<file path="src/rtl/wsf_pkg.sv">
// wsf_pkg: shared widths, register indexes, job and handshake structs and the
// back-end state type for the weighted source fusion block.
// No dependencies; every other file depends on it.
`timescale 1ns / 1ps
`default_nettype none

package wsf_pkg;

    // Sources counted per pixel; words past this are ignored.
    localparam int MAX_SOURCES = 16;

    localparam int SV_W   = 32;                            // sample width
    localparam int WT_W   = 17;                            // Q1.15 weight, signed
    localparam int LOG_N  = $clog2(MAX_SOURCES);
    localparam int CNT_W  = $clog2(MAX_SOURCES + 1);       // source / valid counters
    localparam int DS_W   = 4;                             // default_source width
    localparam int CMP_W  = (CNT_W > DS_W) ? CNT_W : DS_W;
    localparam int PROD_W = SV_W + WT_W;                   // sample * weight
    localparam int WSUM_W = PROD_W + LOG_N;                // weighted sum
    localparam int TSUM_W = (WT_W - 1) + LOG_N;            // weight sum, never negative
    localparam int PSUM_W = SV_W + LOG_N;                  // plain sum
    localparam int STEP_W = $clog2(WSUM_W + 1);            // divider step counter

    localparam int Q_DEPTH = 2;
    localparam int Q_AW    = $clog2(Q_DEPTH);

    // Configuration port
    localparam int CFG_IDX_W  = 2;
    localparam int CFG_DATA_W = 32;
    localparam logic [CFG_IDX_W-1:0] CFG_FUSION_MODE    = 2'd0;
    localparam logic [CFG_IDX_W-1:0] CFG_DEFAULT_SOURCE = 2'd1;
    localparam logic [CFG_IDX_W-1:0] CFG_INVALID_VALUE  = 2'd2;

    localparam logic [SV_W-1:0] RESET_INVALID_VALUE = '0;

    localparam logic MODE_MEAN   = 1'b0;
    localparam logic MODE_WINNER = 1'b1;

    typedef struct packed {
        logic            fusion_mode;
        logic [DS_W-1:0] default_source;
        logic [SV_W-1:0] invalid_value;
    } t_cfg;

    typedef enum logic {
        JOB_PASS,   // result already known, goes straight out
        JOB_DIV     // result is dividend / divisor
    } t_job_kind;

    typedef struct packed {
        t_job_kind         kind;
        logic [SV_W-1:0]   value;
        logic              no_valid;
        logic [WSUM_W-1:0] dividend;   // two's complement
        logic [TSUM_W-1:0] divisor;    // nonzero for JOB_DIV
    } t_job;

    typedef struct packed {
        logic valid;
        t_job job;
    } t_q_word;

    typedef enum logic [1:0] {
        BK_IDLE,
        BK_DIV,
        BK_DONE
    } t_back_state;

    typedef struct packed {
        logic pop;
        logic load_pass;
        logic start;
        logic step;
        logic load_div;
    } t_back_ctl;

endpackage

`default_nettype wire

</file>
<file path="src/rtl/wsf_if.sv">
// wsf_if: valid/ready channel interfaces for source words and fused words.
// Depends on wsf_pkg for the payload widths.
`timescale 1ns / 1ps
`default_nettype none

interface wsf_in_if;
    import wsf_pkg::*;

    logic                   valid;
    logic                   ready;
    logic signed [SV_W-1:0] sample_value;
    logic signed [WT_W-1:0] weight;
    logic                   last_source;

    modport source (output valid, sample_value, weight, last_source, input ready);
    modport sink   (input valid, sample_value, weight, last_source, output ready);
endinterface

interface wsf_out_if;
    import wsf_pkg::*;

    logic                   valid;
    logic                   ready;
    logic signed [SV_W-1:0] fused_value;
    logic                   no_valid_source;

    modport source (output valid, fused_value, no_valid_source, input ready);
    modport sink   (input valid, fused_value, no_valid_source, output ready);
endinterface

`default_nettype wire

</file>
<file path="src/rtl/wsf_front.sv">
// wsf_front: registers each source word with its product, accumulates the
// pixel and turns the finished pixel into a job for the back end.
// Depends on wsf_pkg and wsf_if.
`timescale 1ns / 1ps
`default_nettype none

module wsf_front (
    input  wire logic            i_clk,
    input  wire logic            i_rst_n,
    wsf_in_if.sink               i_src,
    input  wire wsf_pkg::t_cfg   i_cfg,
    input  wire logic            i_q_full,
    output wsf_pkg::t_q_word     o_push
);
    import wsf_pkg::*;

    // product stage
    logic                     r_p_valid;
    logic signed [PROD_W-1:0] r_p_prod;
    logic signed [SV_W-1:0]   r_p_value;
    logic signed [WT_W-1:0]   r_p_weight;
    logic                     r_p_last;

    // pixel accumulators
    logic [CNT_W-1:0]         r_cnt,    n_cnt;
    logic [CNT_W-1:0]         r_vcnt,   n_vcnt;
    logic signed [WSUM_W-1:0] r_wsum,   n_wsum;
    logic [TSUM_W-1:0]        r_tsum,   n_tsum;
    logic signed [PSUM_W-1:0] r_psum,   n_psum;
    logic signed [WT_W-1:0]   r_best_w, n_best_w;
    logic signed [SV_W-1:0]   r_best_v, n_best_v;
    logic signed [WT_W-1:0]   r_def_w,  n_def_w;
    logic signed [SV_W-1:0]   r_def_v,  n_def_v;
    logic                     r_def_seen, n_def_seen;

    logic signed [PROD_W-1:0] w_prod;
    logic                     p_take;
    logic                     counted;
    logic                     w_ok;
    logic                     use_def;
    logic signed [WT_W-1:0]   win_w;
    logic signed [SV_W-1:0]   win_v;
    t_job                     job;

    assign w_prod      = i_src.sample_value * i_src.weight;
    assign p_take      = r_p_valid && (!r_p_last || !i_q_full);
    assign i_src.ready = !r_p_valid || p_take;

    always_ff @(posedge i_clk) begin
        if (!i_rst_n) begin
            r_p_valid <= 1'b0;
        end else if (i_src.ready) begin
            r_p_valid <= i_src.valid;
        end
        if (i_src.valid && i_src.ready) begin
            r_p_prod   <= w_prod;
            r_p_value  <= i_src.sample_value;
            r_p_weight <= i_src.weight;
            r_p_last   <= i_src.last_source;
        end
    end

    // accumulate the word sitting in the product stage
    always_comb begin
        counted    = r_cnt < CNT_W'(MAX_SOURCES);
        w_ok       = counted && !r_p_weight[WT_W-1];
        n_cnt      = r_cnt + CNT_W'(counted);
        n_vcnt     = r_vcnt + CNT_W'(w_ok);
        n_wsum     = r_wsum + (w_ok ? {{LOG_N{r_p_prod[PROD_W-1]}}, r_p_prod}
                                    : WSUM_W'(0));
        n_tsum     = r_tsum + (w_ok ? TSUM_W'(r_p_weight[WT_W-2:0]) : TSUM_W'(0));
        n_psum     = r_psum + (w_ok ? {{LOG_N{r_p_value[SV_W-1]}}, r_p_value}
                                    : PSUM_W'(0));
        n_best_w   = r_best_w;
        n_best_v   = r_best_v;
        n_def_w    = r_def_w;
        n_def_v    = r_def_v;
        n_def_seen = r_def_seen;
        if (counted && (r_cnt == '0 || r_p_weight > r_best_w)) begin
            n_best_w = r_p_weight;
            n_best_v = r_p_value;
        end
        if (counted && CMP_W'(r_cnt) == CMP_W'(i_cfg.default_source)) begin
            n_def_w    = r_p_weight;
            n_def_v    = r_p_value;
            n_def_seen = 1'b1;
        end
    end

    // classify the finished pixel
    always_comb begin
        use_def      = n_def_seen && (n_def_w >= n_best_w);
        win_w        = use_def ? n_def_w : n_best_w;
        win_v        = use_def ? n_def_v : n_best_v;
        job.kind     = JOB_PASS;
        job.value    = i_cfg.invalid_value;
        job.no_valid = 1'b1;
        job.dividend = n_wsum;
        job.divisor  = n_tsum;
        if (i_cfg.fusion_mode == MODE_WINNER) begin
            if (!win_w[WT_W-1]) begin
                job.value    = win_v;
                job.no_valid = 1'b0;
            end
        end else if (n_vcnt != '0) begin
            job.kind     = JOB_DIV;
            job.no_valid = 1'b0;
            if (n_tsum == '0) begin
                // every valid weight zero: plain mean
                job.dividend = {{(WSUM_W-PSUM_W){n_psum[PSUM_W-1]}}, n_psum};
                job.divisor  = TSUM_W'(n_vcnt);
            end
        end
    end

    assign o_push.valid = p_take && r_p_last;
    assign o_push.job   = job;

    always_ff @(posedge i_clk) begin
        if (!i_rst_n || (p_take && r_p_last)) begin
            r_cnt      <= '0;
            r_vcnt     <= '0;
            r_wsum     <= '0;
            r_tsum     <= '0;
            r_psum     <= '0;
            r_best_w   <= '0;
            r_best_v   <= '0;
            r_def_w    <= '0;
            r_def_v    <= '0;
            r_def_seen <= 1'b0;
        end else if (p_take) begin
            r_cnt      <= n_cnt;
            r_vcnt     <= n_vcnt;
            r_wsum     <= n_wsum;
            r_tsum     <= n_tsum;
            r_psum     <= n_psum;
            r_best_w   <= n_best_w;
            r_best_v   <= n_best_v;
            r_def_w    <= n_def_w;
            r_def_v    <= n_def_v;
            r_def_seen <= n_def_seen;
        end
    end

endmodule

`default_nettype wire

</file>
<file path="src/rtl/wsf_queue.sv">
// wsf_queue: short job queue between the front end and the back end.
// Depends on wsf_pkg.
`timescale 1ns / 1ps
`default_nettype none

module wsf_queue (
    input  wire logic             i_clk,
    input  wire logic             i_rst_n,
    input  wire wsf_pkg::t_q_word i_push,
    output logic                  o_full,
    input  wire logic             i_pop,
    output wsf_pkg::t_q_word      o_head
);
    import wsf_pkg::*;

    t_job              r_slot [Q_DEPTH];
    logic [Q_AW-1:0]   r_wr_ptr;
    logic [Q_AW-1:0]   r_rd_ptr;
    logic [Q_AW:0]     r_count;
    logic              do_push;
    logic              do_pop;

    assign o_full       = r_count == (Q_AW+1)'(Q_DEPTH);
    assign o_head.valid = r_count != '0;
    assign o_head.job   = r_slot[r_rd_ptr];
    assign do_push      = i_push.valid && !o_full;
    assign do_pop       = i_pop && o_head.valid;

    always_ff @(posedge i_clk) begin
        if (!i_rst_n) begin
            r_wr_ptr <= '0;
            r_rd_ptr <= '0;
            r_count  <= '0;
        end else begin
            if (do_push) begin
                r_wr_ptr <= (r_wr_ptr == Q_AW'(Q_DEPTH - 1)) ? '0 : r_wr_ptr + 1'b1;
            end
            if (do_pop) begin
                r_rd_ptr <= (r_rd_ptr == Q_AW'(Q_DEPTH - 1)) ? '0 : r_rd_ptr + 1'b1;
            end
            r_count <= r_count + (Q_AW+1)'(do_push) - (Q_AW+1)'(do_pop);
        end
        if (do_push) begin
            r_slot[r_wr_ptr] <= i_push.job;
        end
    end

endmodule

`default_nettype wire

</file>
<file path="src/rtl/wsf_back.sv">
// wsf_back: executes jobs: passes known results through or runs the
// radix-2 restoring divider, then holds the fused word in the output register.
// Depends on wsf_pkg and wsf_if.
`timescale 1ns / 1ps
`default_nettype none

module wsf_back (
    input  wire logic             i_clk,
    input  wire logic             i_rst_n,
    input  wire wsf_pkg::t_q_word i_head,
    output logic                  o_pop,
    wsf_out_if.source             o_fus
);
    import wsf_pkg::*;

    t_back_state       r_state, n_state;
    t_back_ctl         ctl;

    logic [TSUM_W-1:0] r_rem;
    logic [WSUM_W-1:0] r_quo;
    logic [TSUM_W-1:0] r_div;
    logic              r_neg;
    logic [STEP_W-1:0] r_step;

    logic              r_out_valid;
    logic [SV_W-1:0]   r_out_value;
    logic              r_out_nvs;

    logic              out_free;
    logic [TSUM_W:0]   trial;
    logic [TSUM_W:0]   diff;
    logic              ge;
    logic [SV_W-1:0]   quo_lo;

    assign out_free = !r_out_valid || o_fus.ready;

    always_comb begin
        n_state = r_state;
        unique case (r_state)
            BK_IDLE: if (i_head.valid && i_head.job.kind == JOB_DIV) n_state = BK_DIV;
            BK_DIV:  if (r_step == STEP_W'(1)) n_state = BK_DONE;
            BK_DONE: if (out_free) n_state = BK_IDLE;
            default: n_state = BK_IDLE;
        endcase
    end

    always_comb begin
        ctl = '0;
        unique case (r_state)
            BK_IDLE: begin
                if (i_head.valid && i_head.job.kind == JOB_DIV) begin
                    ctl.start = 1'b1;
                    ctl.pop   = 1'b1;
                end else if (i_head.valid && out_free) begin
                    ctl.load_pass = 1'b1;
                    ctl.pop       = 1'b1;
                end
            end
            BK_DIV:  ctl.step     = 1'b1;
            BK_DONE: ctl.load_div = out_free;
            default: ctl = '0;
        endcase
    end

    assign o_pop = ctl.pop;

    // one quotient bit per cycle
    assign trial  = {r_rem, r_quo[WSUM_W-1]};
    assign diff   = trial - {1'b0, r_div};
    assign ge     = trial >= {1'b0, r_div};
    assign quo_lo = r_quo[SV_W-1:0];

    always_ff @(posedge i_clk) begin
        if (!i_rst_n) begin
            r_state <= BK_IDLE;
        end else begin
            r_state <= n_state;
        end
        if (ctl.start) begin
            r_neg  <= i_head.job.dividend[WSUM_W-1];
            r_quo  <= i_head.job.dividend[WSUM_W-1] ? -i_head.job.dividend
                                                    : i_head.job.dividend;
            r_rem  <= '0;
            r_div  <= i_head.job.divisor;
            r_step <= STEP_W'(WSUM_W);
        end else if (ctl.step) begin
            r_rem  <= ge ? diff[TSUM_W-1:0] : trial[TSUM_W-1:0];
            r_quo  <= {r_quo[WSUM_W-2:0], ge};
            r_step <= r_step - 1'b1;
        end
    end

    always_ff @(posedge i_clk) begin
        if (!i_rst_n) begin
            r_out_valid <= 1'b0;
        end else if (ctl.load_pass || ctl.load_div) begin
            r_out_valid <= 1'b1;
        end else if (o_fus.ready) begin
            r_out_valid <= 1'b0;
        end
        if (ctl.load_pass) begin
            r_out_value <= i_head.job.value;
            r_out_nvs   <= i_head.job.no_valid;
        end else if (ctl.load_div) begin
            r_out_value <= r_neg ? -quo_lo : quo_lo;
            r_out_nvs   <= 1'b0;
        end
    end

    assign o_fus.valid           = r_out_valid;
    assign o_fus.fused_value     = r_out_value;
    assign o_fus.no_valid_source = r_out_nvs;

endmodule

`default_nettype wire

</file>
<file path="src/rtl/weighted_source_fusion.sv">
// weighted_source_fusion: top level; configuration registers, front end,
// job queue and back end. Depends on wsf_pkg, wsf_if, wsf_front, wsf_queue, wsf_back.
`timescale 1ns / 1ps
`default_nettype none

// Fuses one sample per pixel from up to MAX_SOURCES sources. Each pixel arrives
// on i_src as a run of words (sample_value, Q1.15 weight, last_source), one per
// source in source order; a negative weight marks a source invalid. One fused
// word leaves on o_fus per pixel, at the word carrying last_source. Mean mode
// gives sum(w*v)/sum(w) over the valid sources truncated toward zero (the plain
// mean if all valid weights are zero); winner mode gives the sample with the
// highest weight, default_source winning ties. With nothing usable the block
// sends invalid_value and raises no_valid_source. Words past MAX_SOURCES in a
// pixel are dropped, but their last_source still closes the pixel.
// Timing: the front end takes one source word per cycle unless a pixel-closing
// word meets a full queue, and hands each closed pixel to a two-deep job queue.
// The back end loads a winner-mode pixel, or one with no valid source, into the
// output register once it is free; a mean-mode pixel occupies the shared
// restoring divider for WSUM_W (53) steps. Source words keep being taken while
// the divider runs, until the queue fills. The output register lets the back
// end run the divider for the next pixel while the current fused word waits.
// Registers (i_cfg_we, i_cfg_idx, i_cfg_data) must be written by the user only
// while idle; the block does not enforce it. Index 0 fusion_mode,
// 1 default_source, 2 invalid_value; index 3 is ignored.
module weighted_source_fusion (
    input  wire logic                             i_clk,
    input  wire logic                             i_rst_n,
    wsf_in_if.sink                                i_src,
    wsf_out_if.source                             o_fus,
    input  wire logic                             i_cfg_we,
    input  wire logic [wsf_pkg::CFG_IDX_W-1:0]    i_cfg_idx,
    input  wire logic [wsf_pkg::CFG_DATA_W-1:0]   i_cfg_data
);
    import wsf_pkg::*;

    t_cfg     r_cfg;
    t_q_word  push;
    t_q_word  head;
    logic     q_full;
    logic     pop;

    // configuration registers
    always_ff @(posedge i_clk) begin
        if (!i_rst_n) begin
            r_cfg.fusion_mode    <= MODE_MEAN;
            r_cfg.default_source <= '0;
            r_cfg.invalid_value  <= RESET_INVALID_VALUE;
        end else if (i_cfg_we) begin
            unique case (i_cfg_idx)
                CFG_FUSION_MODE:    r_cfg.fusion_mode    <= i_cfg_data[0];
                CFG_DEFAULT_SOURCE: r_cfg.default_source <= i_cfg_data[DS_W-1:0];
                CFG_INVALID_VALUE:  r_cfg.invalid_value  <= i_cfg_data[SV_W-1:0];
                default: ;
            endcase
        end
    end

    wsf_front u_front (
        .i_clk    (i_clk),
        .i_rst_n  (i_rst_n),
        .i_src    (i_src),
        .i_cfg    (r_cfg),
        .i_q_full (q_full),
        .o_push   (push)
    );

    wsf_queue u_queue (
        .i_clk   (i_clk),
        .i_rst_n (i_rst_n),
        .i_push  (push),
        .o_full  (q_full),
        .i_pop   (pop),
        .o_head  (head)
    );

    wsf_back u_back (
        .i_clk   (i_clk),
        .i_rst_n (i_rst_n),
        .i_head  (head),
        .o_pop   (pop),
        .o_fus   (o_fus)
    );

endmodule

`default_nettype wire

</file>
<file path="src/flat_wrapper.sv">
// flat-port wrapper written by rule: the top's interface ports become plain ports
module weighted_source_fusion_flat import wsf_pkg::*;
  (i_clk, i_rst_n, i_cfg_we, i_cfg_idx, i_cfg_data, i_src_valid, i_src_sample_value, i_src_weight, i_src_last_source, i_src_ready, o_fus_valid, o_fus_fused_value, o_fus_no_valid_source, o_fus_ready);
  wsf_in_if i_src_i ();
  wsf_out_if o_fus_i ();
  input  wire logic i_clk;
  input  wire logic i_rst_n;
  input  wire logic i_cfg_we;
  input  wire logic [wsf_pkg::CFG_IDX_W-1:0] i_cfg_idx;
  input  wire logic [wsf_pkg::CFG_DATA_W-1:0] i_cfg_data;
  input wire logic [$bits(i_src_i.valid)-1:0] i_src_valid;
  input wire logic [$bits(i_src_i.sample_value)-1:0] i_src_sample_value;
  input wire logic [$bits(i_src_i.weight)-1:0] i_src_weight;
  input wire logic [$bits(i_src_i.last_source)-1:0] i_src_last_source;
  output wire logic [$bits(i_src_i.ready)-1:0] i_src_ready;
  output wire logic [$bits(o_fus_i.valid)-1:0] o_fus_valid;
  output wire logic [$bits(o_fus_i.fused_value)-1:0] o_fus_fused_value;
  output wire logic [$bits(o_fus_i.no_valid_source)-1:0] o_fus_no_valid_source;
  input wire logic [$bits(o_fus_i.ready)-1:0] o_fus_ready;
  assign i_src_i.valid = i_src_valid;
  assign i_src_i.sample_value = i_src_sample_value;
  assign i_src_i.weight = i_src_weight;
  assign i_src_i.last_source = i_src_last_source;
  assign i_src_ready = i_src_i.ready;
  assign o_fus_valid = o_fus_i.valid;
  assign o_fus_fused_value = o_fus_i.fused_value;
  assign o_fus_no_valid_source = o_fus_i.no_valid_source;
  assign o_fus_i.ready = o_fus_ready;
  weighted_source_fusion u_core (.i_clk(i_clk), .i_rst_n(i_rst_n), .i_src(i_src_i), .o_fus(o_fus_i), .i_cfg_we(i_cfg_we), .i_cfg_idx(i_cfg_idx), .i_cfg_data(i_cfg_data));
endmodule
</file>
<file path="config.mk">
export PLATFORM = sky130hd
export DESIGN_NAME = weighted_source_fusion_flat
export DESIGN_NICKNAME = d
export VERILOG_FILES = /design/src/rtl/wsf_pkg.sv /design/src/rtl/wsf_if.sv /design/src/rtl/wsf_front.sv /design/src/rtl/wsf_queue.sv /design/src/rtl/wsf_back.sv /design/src/rtl/weighted_source_fusion.sv /design/src/flat_wrapper.sv
export SDC_FILE = /design/constraint.sdc
export NUM_CORES = 2
export LEC_CHECK = 0
export ABC_CLOCK_PERIOD_IN_PS = 12500
export BUFFER_PORTS_ARGS = -buffer_cell sky130_fd_sc_hd__buf_2
export CAP_MARGIN = 20
export CELL_PAD_IN_SITES_DETAIL_PLACEMENT = 1
export CELL_PAD_IN_SITES_GLOBAL_PLACEMENT = 2
export CORE_ASPECT_RATIO = 0.5
export CORE_MARGIN = 1
export CORE_UTILIZATION = 35
export DETAILED_ROUTE_END_ITERATION = 10
export HOLD_SLACK_MARGIN = 0.1
export PLACE_DENSITY_LB_ADDON = 0.1
export SKIP_CTS_REPAIR_TIMING = 1
export SYNTH_ARGS = -nofsm -noshare
export SYNTH_HDL_FRONTEND = slang
export SYNTH_SLANG_ARGS = --single-unit
</file>
<file path="constraint.sdc">
create_clock -name i_clk -period 12.5 [get_ports i_clk]
set_input_delay 2.5 -clock i_clk [delete_from_list [all_inputs] [get_ports i_clk]]
set_output_delay 2.5 -clock i_clk [all_outputs]
set_load 0.01 [all_outputs]
</file>
# Yosys cells after proc, flatten, opt, wreduce, memory -nomap -nowiden
# Memories as Yosys holds them, arrays and structs flattened. A register that Yosys moved wholly into a read port is not among the register bits.
# Cells that the tools add are included.
# totals
regBits,495
ramBits,214
input_bits,89
out_inout_bits,35
n_memories,1
# classes
n_addsub,13
n_mul,1
n_lt_le_gt_ge,4
eq_ne,10
mux,46
reduce_logical,36
# mem_list
memory,words,word_bits,rd,rd_ports_with_merged_regs,write_ports,line,source
u_core.u_queue.r_slot,2,107,1,1,1,wsf_queue.sv:16,t_job r_slot [Q_DEPTH];
# op_table
op,n
two-way mux 32 bit,7
two-way mux 53 bit,4
two-way mux 73 bit,2
two-way mux 74 bit,1
adder 53 bit,1
negator 53 bit,1
two-way mux 17 bit,3
multiplier 32 x 17 -> 49 bit,1
adder 36 bit,1
two-way mux 36 bit,1
two-way mux 33 bit,1
negator 32 bit,1
>= comparator 21 x 20 -> 1 bit,1
adder 20 x 16 -> 20 bit,1
zero test 20 bit,1
two-way mux 20 bit,1
subtractor 20 bit,1
two-way mux 1 bit,19
>= comparator 17 bit,1
greater-than comparator 17 bit,1
two-way mux 16 bit,1
logical AND 1 bit,11
adder 5 x 1 -> 5 bit,2
two-way mux 2 bit,4
20 further kinds,42

# Depth between registers and ports, before layout
# depth
ltp_word,9
depth_mapped,27
mapped_depth_nobuf,25

# By module
# From an unflattened synthesis, not the netlist that was laid out.
# hier_totals
cells_unflattened,5813
area_unflattened_um2,56008.7
# by_module_without_submodules
module,instances,cells_per_inst,area_each_um2
wsf_front,1,4447,38344.3
wsf_back,1,848,8115.3
wsf_queue,1,360,8071.5
weighted_source_fusion,1,158,1477.7

# Worst setup path after synthesis
# No wires, ideal clock.
# synth_path
path_kind,input to register
from,input port i_src_sample_value[10]
to,"register u_core.u_front.r_p_prod[43], data pin"
arrival_time_ns,8.351
required_ns,12.242
setup_slack_ns,3.891
stages,23
path_buffers,2
cell_sequence,clkbuf_1 -> nand2_1 -> fa_1 -> inv_1 -> fa_1 -> fa_1 -> fa_1 -> fa_1 -> inv_1 -> fa_1 -> inv_1 -> ha_1 -> clkbuf_1 -> nand2_1 -> o21a_1 -> o2111a_1 -> a21boi_1 -> o21bai_1 -> o21ai_0 -> o41ai_1 -> a31oi_1 -> or2_2 -> xnor2_1
# synth_between
elab_chain_len,1
# synth_lines
item,line,source
start: declaration,flat_wrapper.sv:12,input wire logic [$bits(i_src_i.sample_value)-1:0] i_src_sample_value;
multiplier 32 x 17 -> 49 bit,wsf_front.sv:45,assign w_prod = i_src.sample_value * i_src.weight;
net u_core.u_front.w_prod[43],wsf_front.sv:36,logic signed [PROD_W-1:0] w_prod;
end signal: assignment,wsf_front.sv:56,r_p_prod <= w_prod;
end: declaration,wsf_front.sv:19,logic signed [PROD_W-1:0] r_p_prod;
# The timed path passes the listed nets, and every way through them passes these cells.
# A chain may end at the register's enable or synchronous reset.

# Final worst setup path
# layout_path
from,input port i_src_weight[8]
to,"register u_core.u_front.r_p_prod[43], data pin"
# layout_between
elab_chain_len,1
# layout_lines
item,line,source
start: declaration,flat_wrapper.sv:13,input wire logic [$bits(i_src_i.weight)-1:0] i_src_weight;
multiplier 32 x 17 -> 49 bit,wsf_front.sv:45,
net u_core.u_front.w_prod[43],wsf_front.sv:36,
# The timed path passes the listed nets, and every way through them passes these cells.

==> run summary <==
- commonest cells after routing, fill and taps aside: sky130_fd_sc_hd__nand2_1 (788), sky130_fd_sc_hd__inv_1 (660), sky130_fd_sc_hd__fa_1 (525)
- starting density of the core: 0.353
- slew at the pin closest to its max-slew limit: 1.05 ns
- DIE WIDTH: 567 um
- net count of the mapped netlist: 6,766
- post-route DRC violation count: 0
- YS warnings: 0
- count of state elements after synthesis: 710
- clock slew at the register clock pins of the worst setup and hold paths: 0.06 ns
- post-route cell area: 61,200 um2
- row count: 103
- worst slew margin relative to its limit: 0.279
- clock root buffer: sky130_fd_sc_hd__clkbuf_16
- Slew Limit Fails: 0
- worst skew pair latency: 0.68 ns
- mean number of vias per cell: 5.23
- RSZ-0062 raised after global routing: no
- number of clock sinks: 710
- Critical Path Source Type: input port
- instance area after placement: 58,400 um2
- number of port buffers: 123
- maximum count of clock buffers along a single path: 3
- combined area of all synthesized cells: 55,900 um2
- initial antenna violation count: 15
- share of post-route cells with drive strength above 1: 0.0673
- max frequency: 0.109 GHz
- endpoint kind of the worst setup timing path: register
- Final period util: 0.732
- remaining antenna violation count: 0
- number of synthesized flops with an enable pin: 420
- via count of the first global-routing pass: 44,200
- series of cell instances along the critical path: buf_2, nand2_1, fa_1, inv_1, fa_1, fa_1, fa_1, fa_1, inv_1, fa_1, inv_1, ha_1, nand2_1, o21a_1, o2111a_1, a21boi_1, o21bai_1, o21ai_0, o41ai_1, a31oi_1, or2_2, xnor2_1
- die footprint: 161,000 um2
- most common cell after layout, fill and taps aside: sky130_fd_sc_hd__nand2_1
- kind of critical path: input port to register
- final wirelength: 185,000 um
- Max Clock Skew: 0.0370 ns
- total CTS buffers: 79
- type of the tightest min-delay check: register to register
- share of synthesized registers carrying an async set or reset: 0
- Leakage: 26.2 nW
- most repeated library cell on the critical path: sky130_fd_sc_hd__fa_1
- number of buffers and inverters on the critical path: 4
- Avg Cell Area, Syn: 9.51 um2
- Area growth, synth to finish: 9.62%
- Synth Flop Type: sky130_fd_sc_hd__edfxtp_1
- max-capacitance violation count: 0
- sequential element share of the synthesized area: 0.330
- total track usage: 0.228
- cell type group with the largest total delay on the critical path: adder cells
- pin count of the biggest net entering global routing: 130
- distinct cell type count of the synthesized netlist: 95
- H-tree lvl count: 3
- final hold vios: 0
- Gate Count Post-Synth: 5,870
- core footprint: 158,000 um2
- DRT iter0 DRCs: 2,482
- first-pass GRT wire length: 279,000 um
- outcome: finished clean
- Top Ports: 124
- Pre-Repair DR Iteration Count: 5
- number of failing setup endpoints in the final timing report: 0
- vias after detailed routing: 41,900
- number of nets in the layout: 6,730
- CP peak stage delay: 0.70 ns
- grt total ovfl: 0
- Die Span Y: 284 um
- Worst VDD drop: 352 uV
- Critical Path Fanout Max: 33
- setup TNS: 0 ns
- post-route minimum period: 9.15 ns
- TritonCTS clock tree: yes
- average detailed-routed wire length per instance: 23.1 um
- filler cell count in the final layout: 17,900
- data arrival time of the critical path: 9.56 ns
- Power Density: 324 nW/um2
- DP Wirelength: 137,000 um
- last weighted congestion value of the routability-driven placer: 0.847
- critical path required time: 12.91 ns
- slowest cell on the critical path: sky130_fd_sc_hd__buf_2
-- where the power goes --
group | internal, mW | switching, mW
sequential | 3.55 | 0.246
clock | 1.46 | 1.06
combinational | 5.32 | 8.18
-- final timing paths --
check | start | end | slack (ns) | cells past startpoint
worst max-delay path | i_src_weight[8] | u_core.u_front.r_p_prod[43]$_DFFE_PP_ | 3.35 | 22
worst min-delay path | u_core.u_front.r_def_w[3]$_SDFFE_PP0P_ | u_core.u_front.r_def_w[3]$_SDFFE_PP0P_ | 0.45 | 2
worst max register to register | u_core.u_front.r_p_weight[7]$_DFFE_PP_ | u_core.u_queue.r_slot[0][99]$_DFFE_PP_ | 4.74 | 23
worst min register to register | u_core.u_front.r_def_w[3]$_SDFFE_PP0P_ | u_core.u_front.r_def_w[3]$_SDFFE_PP0P_ | 0.45 | 2
-- worst register-to-register path: stages (launching register included) --
cell and delay, ns:
sky130_fd_sc_hd__edfxtp_1 0.64, sky130_fd_sc_hd__ha_1 0.43, sky130_fd_sc_hd__nand4_1 0.15, sky130_fd_sc_hd__nor2_1 0.19, sky130_fd_sc_hd__o31ai_1 0.10, sky130_fd_sc_hd__o211a_1 0.15, sky130_fd_sc_hd__o21ai_0 0.18, sky130_fd_sc_hd__a31oi_1 0.22
sky130_fd_sc_hd__o21ai_2 0.68, sky130_fd_sc_hd__buf_4 0.37, sky130_fd_sc_hd__nor2_1 0.08, sky130_fd_sc_hd__a21oi_1 0.27, sky130_fd_sc_hd__ha_1 0.31, sky130_fd_sc_hd__nor2b_1 0.14, sky130_fd_sc_hd__o21a_1 0.16, sky130_fd_sc_hd__o21a_1 0.17
sky130_fd_sc_hd__o31ai_1 0.25, sky130_fd_sc_hd__a211oi_1 0.18, sky130_fd_sc_hd__o21ai_0 0.57, sky130_fd_sc_hd__nor2b_2 0.09, sky130_fd_sc_hd__buf_4 0.29, sky130_fd_sc_hd__nor2_4 0.85, sky130_fd_sc_hd__a21oi_1 0.44, sky130_fd_sc_hd__mux2i_1 0.58
-- routing by layer --
layer  part of all wire  track usage  vias up
met4              0.018       0.0452        0
met3              0.042       0.0288      183
met1               0.52        0.352    21500
met2               0.42        0.339      712
li1                   -            -    19500
met5                  0            0        -
-- synthesized netlist by cell type, types with 14 or more instances --
master | instances | share of area
sky130_fd_sc_hd__o21a_1 | 30 | 0.0040
sky130_fd_sc_hd__nand3_1 | 64 | 0.0057
sky130_fd_sc_hd__o21ai_0 | 173 | 0.016
sky130_fd_sc_hd__nor2_1 | 324 | 0.022
sky130_fd_sc_hd__a31oi_1 | 41 | 0.0046
sky130_fd_sc_hd__nand2_1 | 791 | 0.053
sky130_fd_sc_hd__nor3b_1 | 14 | 0.0019
sky130_fd_sc_hd__a211oi_1 | 71 | 0.0095
sky130_fd_sc_hd__o21ai_1 | 62 | 0.0056
sky130_fd_sc_hd__a21oi_1 | 423 | 0.038
sky130_fd_sc_hd__o21bai_1 | 22 | 0.0030
sky130_fd_sc_hd__a21o_1 | 96 | 0.013
sky130_fd_sc_hd__and2_1 | 348 | 0.039
sky130_fd_sc_hd__edfxtp_1 | 420 | 0.23
sky130_fd_sc_hd__xor2_1 | 140 | 0.022
sky130_fd_sc_hd__and3_1 | 22 | 0.0025
sky130_fd_sc_hd__o31ai_1 | 28 | 0.0038
sky130_fd_sc_hd__mux2i_1 | 135 | 0.024
sky130_fd_sc_hd__nand4_1 | 35 | 0.0039
sky130_fd_sc_hd__clkbuf_1 | 250 | 0.017
sky130_fd_sc_hd__ha_1 | 282 | 0.063
sky130_fd_sc_hd__inv_1 | 661 | 0.044
sky130_fd_sc_hd__nand2b_1 | 40 | 0.0045
sky130_fd_sc_hd__or3_1 | 21 | 0.0024
sky130_fd_sc_hd__mux2_2 | 42 | 0.0085
sky130_fd_sc_hd__xnor2_1 | 119 | 0.019
sky130_fd_sc_hd__nor3_1 | 59 | 0.0053
sky130_fd_sc_hd__nor2b_1 | 59 | 0.0066
sky130_fd_sc_hd__buf_1 | 25 | 0.0017
sky130_fd_sc_hd__fa_1 | 525 | 0.19
sky130_fd_sc_hd__a22o_1 | 37 | 0.0058
sky130_fd_sc_hd__dfxtp_1 | 290 | 0.10
-- logic make-up after synthesis --
group                      synth area share
AOI/OAI and AO/OA                     0.122
xor gates and xnor gates             0.0406
adders and majority gates             0.251
buffers and inverters                0.0648
DFF                                   0.330
muxes                                0.0331
and+or+nand+nor                       0.158
-- stage by stage --
step            util  worst slack (ns)  cells  hold WS (ns)  power, mW
2_1_floorplan      -              3.89   5870         0.432       13.3
3_3_place_gp   0.370              2.63   7851         0.440       17.0
3_5_place_dp   0.370              2.62   7851         0.447       17.3
4_1_cts        0.387              3.35   7997         0.457       20.0
5_1_grt        0.387              3.09   8000         0.476       21.6
6_report       0.387              3.35   8007         0.455       19.8
-- area by class of cell --
type / count / area (um2) / area share
clock inverter: 50 / 638 / 0.0104
tap: 2100 / 2630 / 0.0429
clock buffer: 96 / 2090 / 0.0342
sequential: 710 / 18400 / 0.301
multi-input combinational: 4208 / 33900 / 0.554
antenna: 8 / 20.0 / 0.000327
timing repair buffer: 170 / 1000 / 0.0163
inverter: 665 / 2500 / 0.0408
-- sequential cells by signal, summed over array words and instances (netlist names), 5 cells and up, named ones only --
name                             flops
u_core.u_back.r_quo                 53
u_core.u_front.r_def_v              32
u_core.u_front.r_tsum               20
u_core.u_front.r_vcnt                5
u_core.u_front.r_p_value            32
u_core.u_front.r_cnt                 5
u_core.u_front.r_best_w             17
u_core.u_back.r_step                 6
u_core.u_front.r_def_w              17
u_core.u_front.r_p_prod             49
u_core.u_front.r_psum               36
u_core.u_back.o_fus.fused_value     32
u_core.u_queue.r_slot              214
u_core.u_front.r_p_weight           17
u_core.r_cfg                        37
u_core.u_back.r_div                 20
u_core.u_front.r_best_v             32
u_core.u_back.r_rem                 20
u_core.u_front.r_wsum               53
Note: power is estimated with default switching activity, not from simulation.
